### config.mk
export PLATFORM = sky130hd
export DESIGN_NAME = rr_fixed_point_alu
export DESIGN_NICKNAME = d
export VERILOG_FILES = /design/src/rtl/core/rfpa_pkg.sv /design/src/rtl/core/rfpa_regfile.sv /design/src/rtl/core/rfpa_iter_unit.sv /design/src/rtl/core/rr_fixed_point_alu.sv
export SDC_FILE = /design/constraint.sdc
export NUM_CORES = 2
export LEC_CHECK = 0
export ABC_AREA = 1
export BUFFER_PORTS_ARGS = -buffer_cell sky130_fd_sc_hd__buf_2
export CORE_ASPECT_RATIO = 0.7
export CORE_MARGIN = 2
export CORE_UTILIZATION = 29
export CTS_CLUSTER_SIZE = 14
export DETAILED_ROUTE_END_ITERATION = 7
export GPL_ROUTABILITY_DRIVEN = 0
export PLACE_DENSITY = 0.42
export SLEW_MARGIN = 20
export SYNTH_ARGS = -nofsm -noshare
export SYNTH_HDL_FRONTEND = slang
export SYNTH_SLANG_ARGS = --single-unit
### constraint.sdc
create_clock -name clk -period 6.3 [get_ports clk]
set_input_delay 0.63 -clock clk [delete_from_list [all_inputs] [get_ports clk]]
set_output_delay 0.63 -clock clk [all_outputs]
set_load 0.01 [all_outputs]
### src/rtl/core/rfpa_pkg.sv
// Package for the register-to-register fixed-point unit.
// Holds instruction and exception codes, widths and the shared-unit handshake types.
// No dependencies.
package rfpa_pkg;

  localparam int NUM_REGISTERS = 16;
  localparam int REG_AW = $clog2(NUM_REGISTERS);
  localparam int WORD_W = 32;

  // Instruction selectors, low nibble of the opcode.
  localparam logic [3:0] OP_LPR = 4'd0;
  localparam logic [3:0] OP_LNR = 4'd1;
  localparam logic [3:0] OP_LTR = 4'd2;
  localparam logic [3:0] OP_LCR = 4'd3;
  localparam logic [3:0] OP_NR  = 4'd4;
  localparam logic [3:0] OP_CLR = 4'd5;
  localparam logic [3:0] OP_OR  = 4'd6;
  localparam logic [3:0] OP_XR  = 4'd7;
  localparam logic [3:0] OP_LR  = 4'd8;
  localparam logic [3:0] OP_CR  = 4'd9;
  localparam logic [3:0] OP_AR  = 4'd10;
  localparam logic [3:0] OP_SR  = 4'd11;
  localparam logic [3:0] OP_MR  = 4'd12;
  localparam logic [3:0] OP_DR  = 4'd13;
  localparam logic [3:0] OP_ALR = 4'd14;
  localparam logic [3:0] OP_SLR = 4'd15;

  // Input kinds.
  localparam logic KIND_EXEC  = 1'b0;
  localparam logic KIND_WRITE = 1'b1;

  // Exception codes.
  localparam logic [1:0] EXC_NONE = 2'd0;
  localparam logic [1:0] EXC_SPEC = 2'd1;
  localparam logic [1:0] EXC_OVF  = 2'd2;
  localparam logic [1:0] EXC_DIV  = 2'd3;

  // Condition codes.
  localparam logic [1:0] CC_ZERO = 2'd0;
  localparam logic [1:0] CC_LOW  = 2'd1;
  localparam logic [1:0] CC_HIGH = 2'd2;
  localparam logic [1:0] CC_OVF  = 2'd3;

  localparam logic [WORD_W-1:0] SIGN32 = 32'h8000_0000;

  // Request to the shared multiply/divide unit.
  typedef struct packed {
    logic start;
    logic is_div;
  } iter_req_t;

  // Result of the shared multiply/divide unit; hi and lo hold after done.
  typedef struct packed {
    logic              done;
    logic [WORD_W-1:0] hi;
    logic [WORD_W-1:0] lo;
  } iter_res_t;

endpackage

### src/rtl/core/rfpa_regfile.sv
// General register file: one write port, two registered read ports.
// Per-entry valid bits make unwritten registers read as zero after reset.
// Depends on rfpa_pkg.
module rfpa_regfile (
  input  logic                         clk,
  input  logic                         rst,
  input  logic                         we,
  input  logic [rfpa_pkg::REG_AW-1:0]  waddr,
  input  logic [rfpa_pkg::WORD_W-1:0]  wdata,
  input  logic [rfpa_pkg::REG_AW-1:0]  raddr_a,
  input  logic [rfpa_pkg::REG_AW-1:0]  raddr_b,
  output logic [rfpa_pkg::WORD_W-1:0]  rdata_a,
  output logic [rfpa_pkg::WORD_W-1:0]  rdata_b
);
  import rfpa_pkg::*;

  logic [WORD_W-1:0]        mem [NUM_REGISTERS];
  logic [NUM_REGISTERS-1:0] valid;
  logic [WORD_W-1:0]        q_a;
  logic [WORD_W-1:0]        q_b;
  logic                     v_a;
  logic                     v_b;

  // Storage array and registered reads.
  always_ff @(posedge clk) begin
    if (we) begin
      mem[waddr] <= wdata;
    end
    q_a <= mem[raddr_a];
    q_b <= mem[raddr_b];
  end

  // Valid bits, cleared by reset.
  always_ff @(posedge clk) begin
    if (rst) begin
      valid <= '0;
      v_a   <= 1'b0;
      v_b   <= 1'b0;
    end else begin
      if (we) begin
        valid[waddr] <= 1'b1;
      end
      v_a <= valid[raddr_a];
      v_b <= valid[raddr_b];
    end
  end

  assign rdata_a = v_a ? q_a : '0;
  assign rdata_b = v_b ? q_b : '0;

endmodule

### src/rtl/core/rfpa_iter_unit.sv
// Shared iterative multiply/divide unit built around one 34-bit adder.
// Signed shift-add multiply or restoring divide, one bit per cycle.
// Depends on rfpa_pkg.
module rfpa_iter_unit (
  input  logic                        clk,
  input  logic                        rst,
  input  rfpa_pkg::iter_req_t         req,
  input  logic [rfpa_pkg::WORD_W-1:0] opnd_x,
  input  logic [rfpa_pkg::WORD_W-1:0] init_hi,
  input  logic [rfpa_pkg::WORD_W-1:0] init_lo,
  output rfpa_pkg::iter_res_t         res
);
  import rfpa_pkg::*;

  localparam int CNT_W = $clog2(WORD_W);

  logic              busy;
  logic              done;
  logic              is_div;
  logic [CNT_W-1:0]  cnt;
  logic [WORD_W:0]   hi;
  logic [WORD_W-1:0] lo;
  logic [WORD_W-1:0] x;
  logic              last;
  logic [WORD_W:0]   t;
  logic [WORD_W+1:0] add_a;
  logic [WORD_W+1:0] add_b;
  logic              cin;
  logic [WORD_W+1:0] sum;
  logic              nonneg;

  assign last = (cnt == CNT_W'(WORD_W - 1));

  // Operand selection for the shared adder.
  always_comb begin
    t = {hi[WORD_W-1:0], lo[WORD_W-1]};
    if (is_div) begin
      add_a = {1'b0, t};
      add_b = ~{2'b00, x};
      cin   = 1'b1;
    end else begin
      add_a = {hi[WORD_W], hi};
      if (lo[0]) begin
        // The top multiplier bit has negative weight, so it subtracts.
        add_b = last ? ~{{2{x[WORD_W-1]}}, x} : {{2{x[WORD_W-1]}}, x};
        cin   = last;
      end else begin
        add_b = '0;
        cin   = 1'b0;
      end
    end
    sum    = add_a + add_b + {{(WORD_W+1){1'b0}}, cin};
    nonneg = ~sum[WORD_W+1];
  end

  // Control of the iteration count.
  always_ff @(posedge clk) begin
    if (rst) begin
      busy <= 1'b0;
      done <= 1'b0;
      cnt  <= '0;
    end else begin
      done <= 1'b0;
      if (req.start) begin
        busy <= 1'b1;
        cnt  <= '0;
      end else if (busy) begin
        cnt <= cnt + 1'b1;
        if (last) begin
          busy <= 1'b0;
          done <= 1'b1;
        end
      end
    end
  end

  // Partial remainder or product registers.
  always_ff @(posedge clk) begin
    if (req.start) begin
      hi     <= {1'b0, init_hi};
      lo     <= init_lo;
      x      <= opnd_x;
      is_div <= req.is_div;
    end else if (busy) begin
      if (is_div) begin
        hi <= nonneg ? sum[WORD_W:0] : t;
        lo <= {lo[WORD_W-2:0], nonneg};
      end else begin
        hi <= {sum[WORD_W], sum[WORD_W:1]};
        lo <= {sum[0], lo[WORD_W-1:1]};
      end
    end
  end

  assign res.done = done;
  assign res.hi   = hi[WORD_W-1:0];
  assign res.lo   = lo;

endmodule

### src/rtl/core/rr_fixed_point_alu.sv
// Top level of the register-to-register fixed-point unit: sequencer, combinational
// logic for the short instructions, output register. Uses rfpa_pkg, rfpa_regfile
// and rfpa_iter_unit.
//
//  Channel  Direction  Handshake          Payload
//  s_*      in         s_tvalid/s_tready  s_tuser kind, s_tdata instruction or write
//  m_*      out        m_tvalid/m_tready  m_tdata condition code, exception, registers
//  cfg_*    in         cfg_wen            cfg_wdata overflow mask
//
// A register write passes WB1, WB2, RDO and OUT; a short instruction passes RD1, RD2 and
// EXEC first, and MR and DR then add PREP, ITER and FIX (an odd pair goes from EXEC and an
// early divide fault from PREP straight to RDO): the shared unit steps one bit a cycle. The
// input is ready again from the edge that offers the result. Reset is synchronous and
// clears the registers, the condition code and the mask. A stalled result holds in the
// output register; the next word is accepted and waits before output.
module rr_fixed_point_alu (
  input  logic        clk,
  input  logic        rst,
  input  logic        s_tvalid,
  output logic        s_tready,
  input  logic        s_tuser,   // [0] kind
  // [3:0] opcode, [7:4] first_reg, [11:8] second_reg, [43:12] value, rest zero
  input  logic [47:0] s_tdata,
  output logic        m_tvalid,
  input  logic        m_tready,
  // [1:0] cond_code, [3:2] exception, [35:4] first_value, [67:36] pair_value
  output logic [71:0] m_tdata,
  input  logic        cfg_wen,
  input  logic        cfg_wdata
);
  import rfpa_pkg::*;

  typedef enum logic [10:0] {
    S_IDLE = 11'b000_0000_0001,
    S_RD1  = 11'b000_0000_0010,
    S_RD2  = 11'b000_0000_0100,
    S_EXEC = 11'b000_0000_1000,
    S_PREP = 11'b000_0001_0000,
    S_ITER = 11'b000_0010_0000,
    S_FIX  = 11'b000_0100_0000,
    S_WB1  = 11'b000_1000_0000,
    S_WB2  = 11'b001_0000_0000,
    S_RDO  = 11'b010_0000_0000,
    S_OUT  = 11'b100_0000_0000
  } state_t;

  state_t              state;
  state_t              state_next;
  logic                omask;
  logic [1:0]          cc;
  logic [1:0]          exc;
  logic [3:0]          op;
  logic [REG_AW-1:0]   r1;
  logic [REG_AW-1:0]   r2;
  logic [REG_AW-1:0]   r1p;
  logic [WORD_W-1:0]   a;
  logic [WORD_W-1:0]   b;
  logic                w1_en;
  logic                w2_en;
  logic [WORD_W-1:0]   w1_data;
  logic [WORD_W-1:0]   w2_data;
  logic [WORD_W-1:0]   opx;
  logic [WORD_W-1:0]   ophi;
  logic [WORD_W-1:0]   oplo;
  logic                accept;

  logic                rf_we;
  logic [REG_AW-1:0]   rf_waddr;
  logic [WORD_W-1:0]   rf_wdata;
  logic [REG_AW-1:0]   rf_raddr_a;
  logic [REG_AW-1:0]   rf_raddr_b;
  logic [WORD_W-1:0]   rf_rdata_a;
  logic [WORD_W-1:0]   rf_rdata_b;

  iter_req_t           iter_req;
  iter_res_t           iter_res;

  // Short-instruction results.
  logic [WORD_W-1:0]   neg_b;
  logic [WORD_W:0]     sum_ab;
  logic [WORD_W:0]     dif_ab;
  logic [WORD_W-1:0]   ex_res;
  logic                ex_wr;
  logic [1:0]          ex_cc;
  logic                ex_ovf;
  logic                ex_long;
  logic [2*WORD_W-1:0] dvd;
  logic [2*WORD_W-1:0] mag;
  logic [WORD_W-1:0]   dmag;
  logic                div_fault;
  logic                qneg;
  logic                q_fits;

  function automatic logic [1:0] cc_of_sign(input logic [WORD_W-1:0] v);
    if (v == '0) begin
      return CC_ZERO;
    end
    return v[WORD_W-1] ? CC_LOW : CC_HIGH;
  endfunction

  assign accept   = s_tvalid & s_tready;
  assign s_tready = (state == S_IDLE);
  assign r1p      = r1 + 1'b1;

  rfpa_regfile u_regfile (
    .clk     (clk),
    .rst     (rst),
    .we      (rf_we),
    .waddr   (rf_waddr),
    .wdata   (rf_wdata),
    .raddr_a (rf_raddr_a),
    .raddr_b (rf_raddr_b),
    .rdata_a (rf_rdata_a),
    .rdata_b (rf_rdata_b)
  );

  rfpa_iter_unit u_iter (
    .clk     (clk),
    .rst     (rst),
    .req     (iter_req),
    .opnd_x  (opx),
    .init_hi (ophi),
    .init_lo (oplo),
    .res     (iter_res)
  );

  // Register file addressing by sequencer step.
  always_comb begin
    rf_raddr_a = (state == S_RD2) ? r1p : r1;
    rf_raddr_b = (state == S_RD1) ? r2 : r1p;
    rf_we      = ((state == S_WB1) && w1_en) || ((state == S_WB2) && w2_en);
    rf_waddr   = (state == S_WB1) ? r1 : r1p;
    rf_wdata   = (state == S_WB1) ? w1_data : w2_data;
  end

  // Combinational datapath for the short instructions.
  always_comb begin
    neg_b   = '0 - b;
    sum_ab  = {1'b0, a} + {1'b0, b};
    dif_ab  = {1'b0, a} + {1'b0, ~b} + {{WORD_W{1'b0}}, 1'b1};
    ex_res  = b;
    ex_wr   = 1'b0;
    ex_cc   = cc;
    ex_ovf  = 1'b0;
    ex_long = 1'b0;
    case (op)
      OP_LPR: begin
        ex_res = b[WORD_W-1] ? neg_b : b;
        ex_wr  = 1'b1;
        ex_ovf = (b == SIGN32);
        ex_cc  = ex_ovf ? CC_OVF : ((ex_res != '0) ? CC_HIGH : CC_ZERO);
      end
      OP_LNR: begin
        ex_res = b[WORD_W-1] ? b : neg_b;
        ex_wr  = 1'b1;
        ex_cc  = (ex_res != '0) ? CC_LOW : CC_ZERO;
      end
      OP_LTR: begin
        ex_res = b;
        ex_wr  = 1'b1;
        ex_cc  = cc_of_sign(b);
      end
      OP_LCR: begin
        ex_res = neg_b;
        ex_wr  = 1'b1;
        ex_ovf = (b == SIGN32);
        ex_cc  = ex_ovf ? CC_OVF : cc_of_sign(neg_b);
      end
      OP_NR, OP_OR, OP_XR: begin
        if (op == OP_NR) begin
          ex_res = a & b;
        end else if (op == OP_OR) begin
          ex_res = a | b;
        end else begin
          ex_res = a ^ b;
        end
        ex_wr = 1'b1;
        ex_cc = (ex_res != '0) ? CC_LOW : CC_ZERO;
      end
      OP_CLR: begin
        ex_cc = (a == b) ? CC_ZERO : ((a < b) ? CC_LOW : CC_HIGH);
      end
      OP_LR: begin
        ex_res = b;
        ex_wr  = 1'b1;
      end
      OP_CR: begin
        ex_cc = (a == b) ? CC_ZERO : (($signed(a) < $signed(b)) ? CC_LOW : CC_HIGH);
      end
      OP_AR: begin
        ex_res = sum_ab[WORD_W-1:0];
        ex_wr  = 1'b1;
        ex_ovf = ((a[WORD_W-1] ^ ex_res[WORD_W-1]) & (b[WORD_W-1] ^ ex_res[WORD_W-1]));
        ex_cc  = ex_ovf ? CC_OVF : cc_of_sign(ex_res);
      end
      OP_SR: begin
        ex_res = dif_ab[WORD_W-1:0];
        ex_wr  = 1'b1;
        ex_ovf = ((a[WORD_W-1] ^ b[WORD_W-1]) & (a[WORD_W-1] ^ ex_res[WORD_W-1]));
        ex_cc  = ex_ovf ? CC_OVF : cc_of_sign(ex_res);
      end
      OP_MR, OP_DR: begin
        ex_long = 1'b1;
      end
      OP_ALR: begin
        ex_res = sum_ab[WORD_W-1:0];
        ex_wr  = 1'b1;
        ex_cc  = {sum_ab[WORD_W], ex_res != '0};
      end
      default: begin
        // SLR: the carry is the carry out of a + ~b + 1.
        ex_res = dif_ab[WORD_W-1:0];
        ex_wr  = 1'b1;
        ex_cc  = {dif_ab[WORD_W], ex_res != '0};
      end
    endcase
  end

  // Divide operand preparation and fault checks.
  always_comb begin
    dvd       = {a, rf_rdata_a};
    mag       = a[WORD_W-1] ? ('0 - dvd) : dvd;
    dmag      = b[WORD_W-1] ? neg_b : b;
    div_fault = (opx == '0) || (ophi >= opx);
    qneg      = a[WORD_W-1] ^ b[WORD_W-1];
    q_fits    = qneg ? (iter_res.lo <= SIGN32) : ~iter_res.lo[WORD_W-1];
  end

  // Sequencer next state.
  always_comb begin
    state_next     = state;
    iter_req.start = 1'b0;
    iter_req.is_div = (op == OP_DR);
    unique case (state)
      S_IDLE: begin
        if (accept) begin
          state_next = (s_tuser == KIND_WRITE) ? S_WB1 : S_RD1;
        end
      end
      S_RD1: state_next = S_RD2;
      S_RD2: state_next = S_EXEC;
      S_EXEC: begin
        if (!ex_long) begin
          state_next = S_WB1;
        end else if (r1[0]) begin
          state_next = S_RDO;
        end else begin
          state_next = S_PREP;
        end
      end
      S_PREP: begin
        if ((op == OP_DR) && div_fault) begin
          state_next = S_RDO;
        end else begin
          iter_req.start = 1'b1;
          state_next     = S_ITER;
        end
      end
      S_ITER: begin
        if (iter_res.done) begin
          state_next = S_FIX;
        end
      end
      S_FIX: state_next = S_WB1;
      S_WB1: state_next = S_WB2;
      S_WB2: state_next = S_RDO;
      S_RDO: state_next = S_OUT;
      S_OUT: begin
        if (!m_tvalid || m_tready) begin
          state_next = S_IDLE;
        end
      end
      default: state_next = S_IDLE;
    endcase
  end

  // Control registers.
  always_ff @(posedge clk) begin
    if (rst) begin
      state    <= S_IDLE;
      omask    <= 1'b0;
      cc       <= CC_ZERO;
      w1_en    <= 1'b0;
      w2_en    <= 1'b0;
      m_tvalid <= 1'b0;
    end else begin
      state <= state_next;
      if (cfg_wen) begin
        omask <= cfg_wdata;
      end
      if (m_tvalid && m_tready && (state != S_OUT)) begin
        m_tvalid <= 1'b0;
      end
      unique case (state)
        S_IDLE: begin
          if (accept) begin
            w1_en <= (s_tuser == KIND_WRITE);
            w2_en <= 1'b0;
          end
        end
        S_EXEC: begin
          w1_en <= ex_wr;
          cc    <= ex_cc;
        end
        S_FIX: begin
          if (op == OP_MR) begin
            w1_en <= 1'b1;
            w2_en <= 1'b1;
          end else begin
            w1_en <= q_fits;
            w2_en <= q_fits;
          end
        end
        S_OUT: begin
          if (!m_tvalid || m_tready) begin
            m_tvalid <= 1'b1;
          end
        end
        default: begin
        end
      endcase
    end
  end

  // Payload registers.
  always_ff @(posedge clk) begin
    case (state)
      S_IDLE: begin
        if (accept) begin
          op      <= s_tdata[3:0];
          r1      <= s_tdata[7:4];
          r2      <= s_tdata[11:8];
          w1_data <= s_tdata[43:12];
          exc     <= EXC_NONE;
        end
      end
      S_RD2: begin
        a <= rf_rdata_a;
        b <= rf_rdata_b;
      end
      S_EXEC: begin
        w1_data <= ex_res;
        if (ex_long && r1[0]) begin
          exc <= EXC_SPEC;
        end else if (ex_ovf && omask) begin
          exc <= EXC_OVF;
        end
        // MR multiplies R1+1 by R2; DR divides the pair by the magnitude of R2.
        if (op == OP_MR) begin
          opx  <= b;
          ophi <= '0;
          oplo <= rf_rdata_a;
        end else begin
          opx  <= dmag;
          ophi <= mag[2*WORD_W-1:WORD_W];
          oplo <= mag[WORD_W-1:0];
        end
      end
      S_PREP: begin
        if ((op == OP_DR) && div_fault) begin
          exc <= EXC_DIV;
        end
      end
      S_FIX: begin
        if (op == OP_MR) begin
          w1_data <= iter_res.hi;
          w2_data <= iter_res.lo;
        end else begin
          // Quotient takes the algebraic sign, remainder that of the dividend.
          w2_data <= qneg ? ('0 - iter_res.lo) : iter_res.lo;
          w1_data <= a[WORD_W-1] ? ('0 - iter_res.hi) : iter_res.hi;
          if (!q_fits) begin
            exc <= EXC_DIV;
          end
        end
      end
      S_OUT: begin
        if (!m_tvalid || m_tready) begin
          m_tdata <= {4'b0000, rf_rdata_b, rf_rdata_a, exc, cc};
        end
      end
      default: begin
      end
    endcase
  end

endmodule

==> results.py <==
metrics = {
    "setup_path": {
        "crit_path_start": "u_iter.cnt[0]",
        "endpoint_kind": "flop",
        "ff2ff_path_depth": 24,
        "cp.arrival_ps": 5840,
        "cpMostUsedCell": "nand2_1",
        "r2r-end": "u_iter.hi[0]",
        "path_class": "flop to flop",
        "crit_end": "u_iter.hi[0]",
        "crit_cells": 24,
        "worstSetupStartpointType": "flop",
        "crit_chain": "ha_1, and3_1, ha_1, inv_1, o21ai_2, buf_4, nor2_1, a21oi_1, ha_1, nand2_1, nor2_1, nand2_1, nor4b_1, nand3_1, nand3_1, nand2_1, nand2_1, buf_4, buf_4, inv_1, o211ai_1, o21ai_0, nand2_1, o21ai_0",
        "path_buf_inv": 5,
        "cp_top_family": "simple AND/OR/NAND/NOR gates",
        "critPathSlowestCell": "o21ai_2",
        "r2r_start": "u_iter.cnt[0]",
        "r2r_slack_ps": 960,
        "worstPathRequired_ps": 6800,
        "max_stage_delay_ps": 470,
        "crit_fanout": 28,
    },
    "pwr": {
        "power_density_nw_per_um2": 291,
        "vdd_drop_max_v": 0.000280,
        "power_leakage_nw": 25.6,
    },
    "place": {
        "dp_hpwl_mm": 197,
        "io_buffers": 120,
    },
    "route": {
        "drt_pass1_iterations": 8,
        "routedWlPerCell_um": 28.4,
        "drt_iter0_drc": 7935,
        "wl_mm": 278,
        "drc": 0,
        "viasPerCell": 5.57,
        "num_vias": 54500,
        "postRouteAntennaNets": 0,
    },
    "die": {
        "rows": 138,
        "die_width_um": 543,
        "dieArea_um2": 207000,
        "ioPinCount": 129,
        "core-area_um2": 202000,
        "start_util_pct": 29.2,
        "die_h_um": 381,
    },
    "synth": {
        "syn_area_um2": 59000,
        "synth-edff-count": 915,
        "syn_inst": 6988,
        "synth_top_area_cell": "edfxtp_1",
        "post-synth-top-count-cell": "nand2_1",
        "seq_area_frac_synth_pct": 50.2,
        "ys_ff_latch": 1022,
        "synth_commonest_cells": "nand2_1 (1398), edfxtp_1 (915), nor2_1 (903)",
        "synth_top_area_share_pct": 46.5,
        "yosys-top-cells-area": "edfxtp_1 (47%), nand2_1 (8.9%), o21ai_0 (7.1%), nor2_1 (5.7%), a21oi_1 (4.4%)",
        "ys_warn_count": 0,
        "async_flop_share_pct": 0,
        "avgSynthCellArea_um2": 8.45,
        "synth_ff_type": "edfxtp_1",
        "yosysUniqueCellTypes": 67,
    },
    "sta": {
        "max_freq_mhz": 187,
        "max-slew-margin-rel_pct": 9.24,
        "fin_setup_tns_ps": 0,
        "setup_viol": 0,
        "finalClockSkew_ps": 77.2,
        "final-hold-violation-count": 0,
        "slew_violations": 0,
        "rsz0062_at_grt": "no",
        "tightest_slew_ps": 1360,
        "period_share_pct": 84.7,
        "final.min_clock_period_ps": 5340,
    },
    "clocking": {
        "cts.repair.resized": 0,
        "cts_max_level": 3,
        "path_clk_slew_ps": 60,
        "clockRootBuffer": "clkbuf_16",
        "cts_tree": "yes",
        "cts_buffer_depth": 3,
        "worstSkewPairLatency_ps": 770,
        "cts_hold_buffers": 0,
        "numClockSinks": 1022,
        "cts_setup_buffers": 0,
        "numCtsBuffers": 108,
    },
    "grt": {
        "grt_overflow": 0,
        "grt_pass1_vias": 49000,
        "grt.total_usage_pct": 25.9,
        "grt_max_degree": 180,
        "grt_pass1_wl_mm": 382,
        "antenna_found_initial": 28,
    },
    "run": {
        "max_cap_violations": 0,
    },
    "layout": {
        "areaGrowthSynthToFinish_pct": 12.7,
        "drive_gt1_share_pct": 7.40,
        "fill_cells": 21000,
        "final_nets": 7185,
        "postLayoutCoreUtil_pct": 32.9,
    },
    "outcome": {
        "outcome": "finished, final reports clean",
    },
    "worst_hold_path": {
        "hp-class": "input pin to flop",
    },
}
[state kept, by name (all words and copies together) (netlist names), 2 cells and up]
signal           count
a                   32
b                   32
cc                   2
exc                  2
m_tdata             68
op                   4
ophi                32
oplo                32
opx                 32
r1                   4
r2                   4
state               11
u_iter.cnt           5
u_iter.hi           33
u_iter.lo           32
u_iter.x            32
u_regfile.mem      512
u_regfile.q_a       32
u_regfile.q_b       32
u_regfile.valid     16
w1_data             32
w2_data             32
[cell usage in the layout (no fill, tap or decap), types with 9 or more instances in the layout]
| cell type | synthesis | final |
|---|---|---|
| a21oi_1 | 514 | 512 |
| a22oi_1 | 21 | 21 |
| a31oi_1 | 54 | 54 |
| buf_12 | 0 | 12 |
| buf_2 | 62 | 120 |
| buf_4 | 9 | 99 |
| clkbuf_1 | 291 | 27 |
| clkbuf_16 | 0 | 109 |
| clkbuf_8 | 0 | 16 |
| clkinv_1 | 9 | 21 |
| clkinv_2 | 1 | 21 |
| dfxtp_1 | 107 | 105 |
| edfxtp_1 | 915 | 915 |
| ha_1 | 170 | 170 |
| inv_1 | 642 | 633 |
| inv_2 | 20 | 25 |
| nand2_1 | 1398 | 1394 |
| nand2_2 | 8 | 9 |
| nand3_1 | 210 | 210 |
| nand4_1 | 54 | 54 |
| nor2_1 | 903 | 879 |
| nor2_2 | 8 | 12 |
| nor2_4 | 9 | 29 |
| nor3_1 | 82 | 81 |
| nor4_1 | 26 | 26 |
| o2111ai_1 | 9 | 9 |
| o211ai_1 | 57 | 57 |
| o21a_1 | 14 | 14 |
| o21ai_0 | 837 | 836 |
| o21bai_1 | 13 | 13 |
| o221ai_1 | 154 | 154 |
| o22ai_1 | 67 | 67 |
| o311ai_0 | 59 | 55 |
| o311ai_1 | 22 | 23 |
| xnor2_1 | 23 | 23 |
| xor2_1 | 100 | 100 |
[layer usage]
metal  wire [um]  GRT usage, %  part of all wire [%]  vias up
met3       36800          8.25                    13      310
met2      102000          32.9                    37     3173
met4        6490          5.65                   2.3        2
li1            -             -                     -    24200
met5           7             0                0.0025        -
met1      132000          41.1                    48    26800
[worst min-delay path by stage]
stage	cells past startpoint	to	from	slack (ps)
final	1	r2[0]	s_tdata[8]	80
after global routing	1	r2[3]	s_tdata[11]	40
after CTS	1	r2[1]	s_tdata[9]	10
after detailed placement	2	w2_en	w2_en	460
after global placement	2	w2_en	w2_en	450
after floorplan	0	m_tdata[2]	exc[0]	400
[cell type report]
type                            count  area (um2)  area share [%]
Antenna cell                        4        10.0          0.0150
Clock buffer                      152        3050            4.58
Clock inverter                     52         547           0.822
Inverter                          672        2540            3.82
Multi-Input combinational cell   4915       25600            38.5
Sequential cell                  1022       29600            44.5
Tap cell                         2730        3420            5.14
Timing Repair Buffer              237        1720            2.58
[per-stage QoR]
| step | hold slack, ps | power (W) | std cells | setup WS, ps | instance area [um2] |
|---|---|---|---|---|---|
| 5_1_grt | 42.6 | 0.0201 | 9780 | 437 | 66500 |
| 3_3_place_gp | 448 | 0.0128 | 9567 | 1010 | 62700 |
| 6_report | 79.1 | 0.0194 | 9784 | 961 | 66500 |
| 3_5_place_dp | 458 | 0.0128 | 9572 | 951 | 62900 |
| 4_1_cts | 11.3 | 0.0194 | 9776 | 956 | 66500 |
| 2_1_floorplan | 400 | 0.0107 | 6991 | 1210 | 59000 |
[where the power goes]
group          internal [W]  total [W]  switching (W)
Combinational       0.00112    0.00464        0.00353
Sequential          0.00778    0.00813       0.000349
Clock               0.00365    0.00661        0.00297
Total                0.0125     0.0194        0.00684
[cells by family (layout without fill, tap and decap cells)]
group	count (synthesis)	in the layout	share of synthesized area [%]
adders and majority gates	174	174	3.74
DFF	1022	1022	50.2
xor gates and xnor gates	123	123	1.82
and+or+nand+nor	2735	2735	18.9
other	1	8	0.00635
buffers and inverters	1054	1113	6.92
AOI/OAI and AO/OA	1879	1879	18.5
Note: power is estimated with default switching activity, not from simulation.
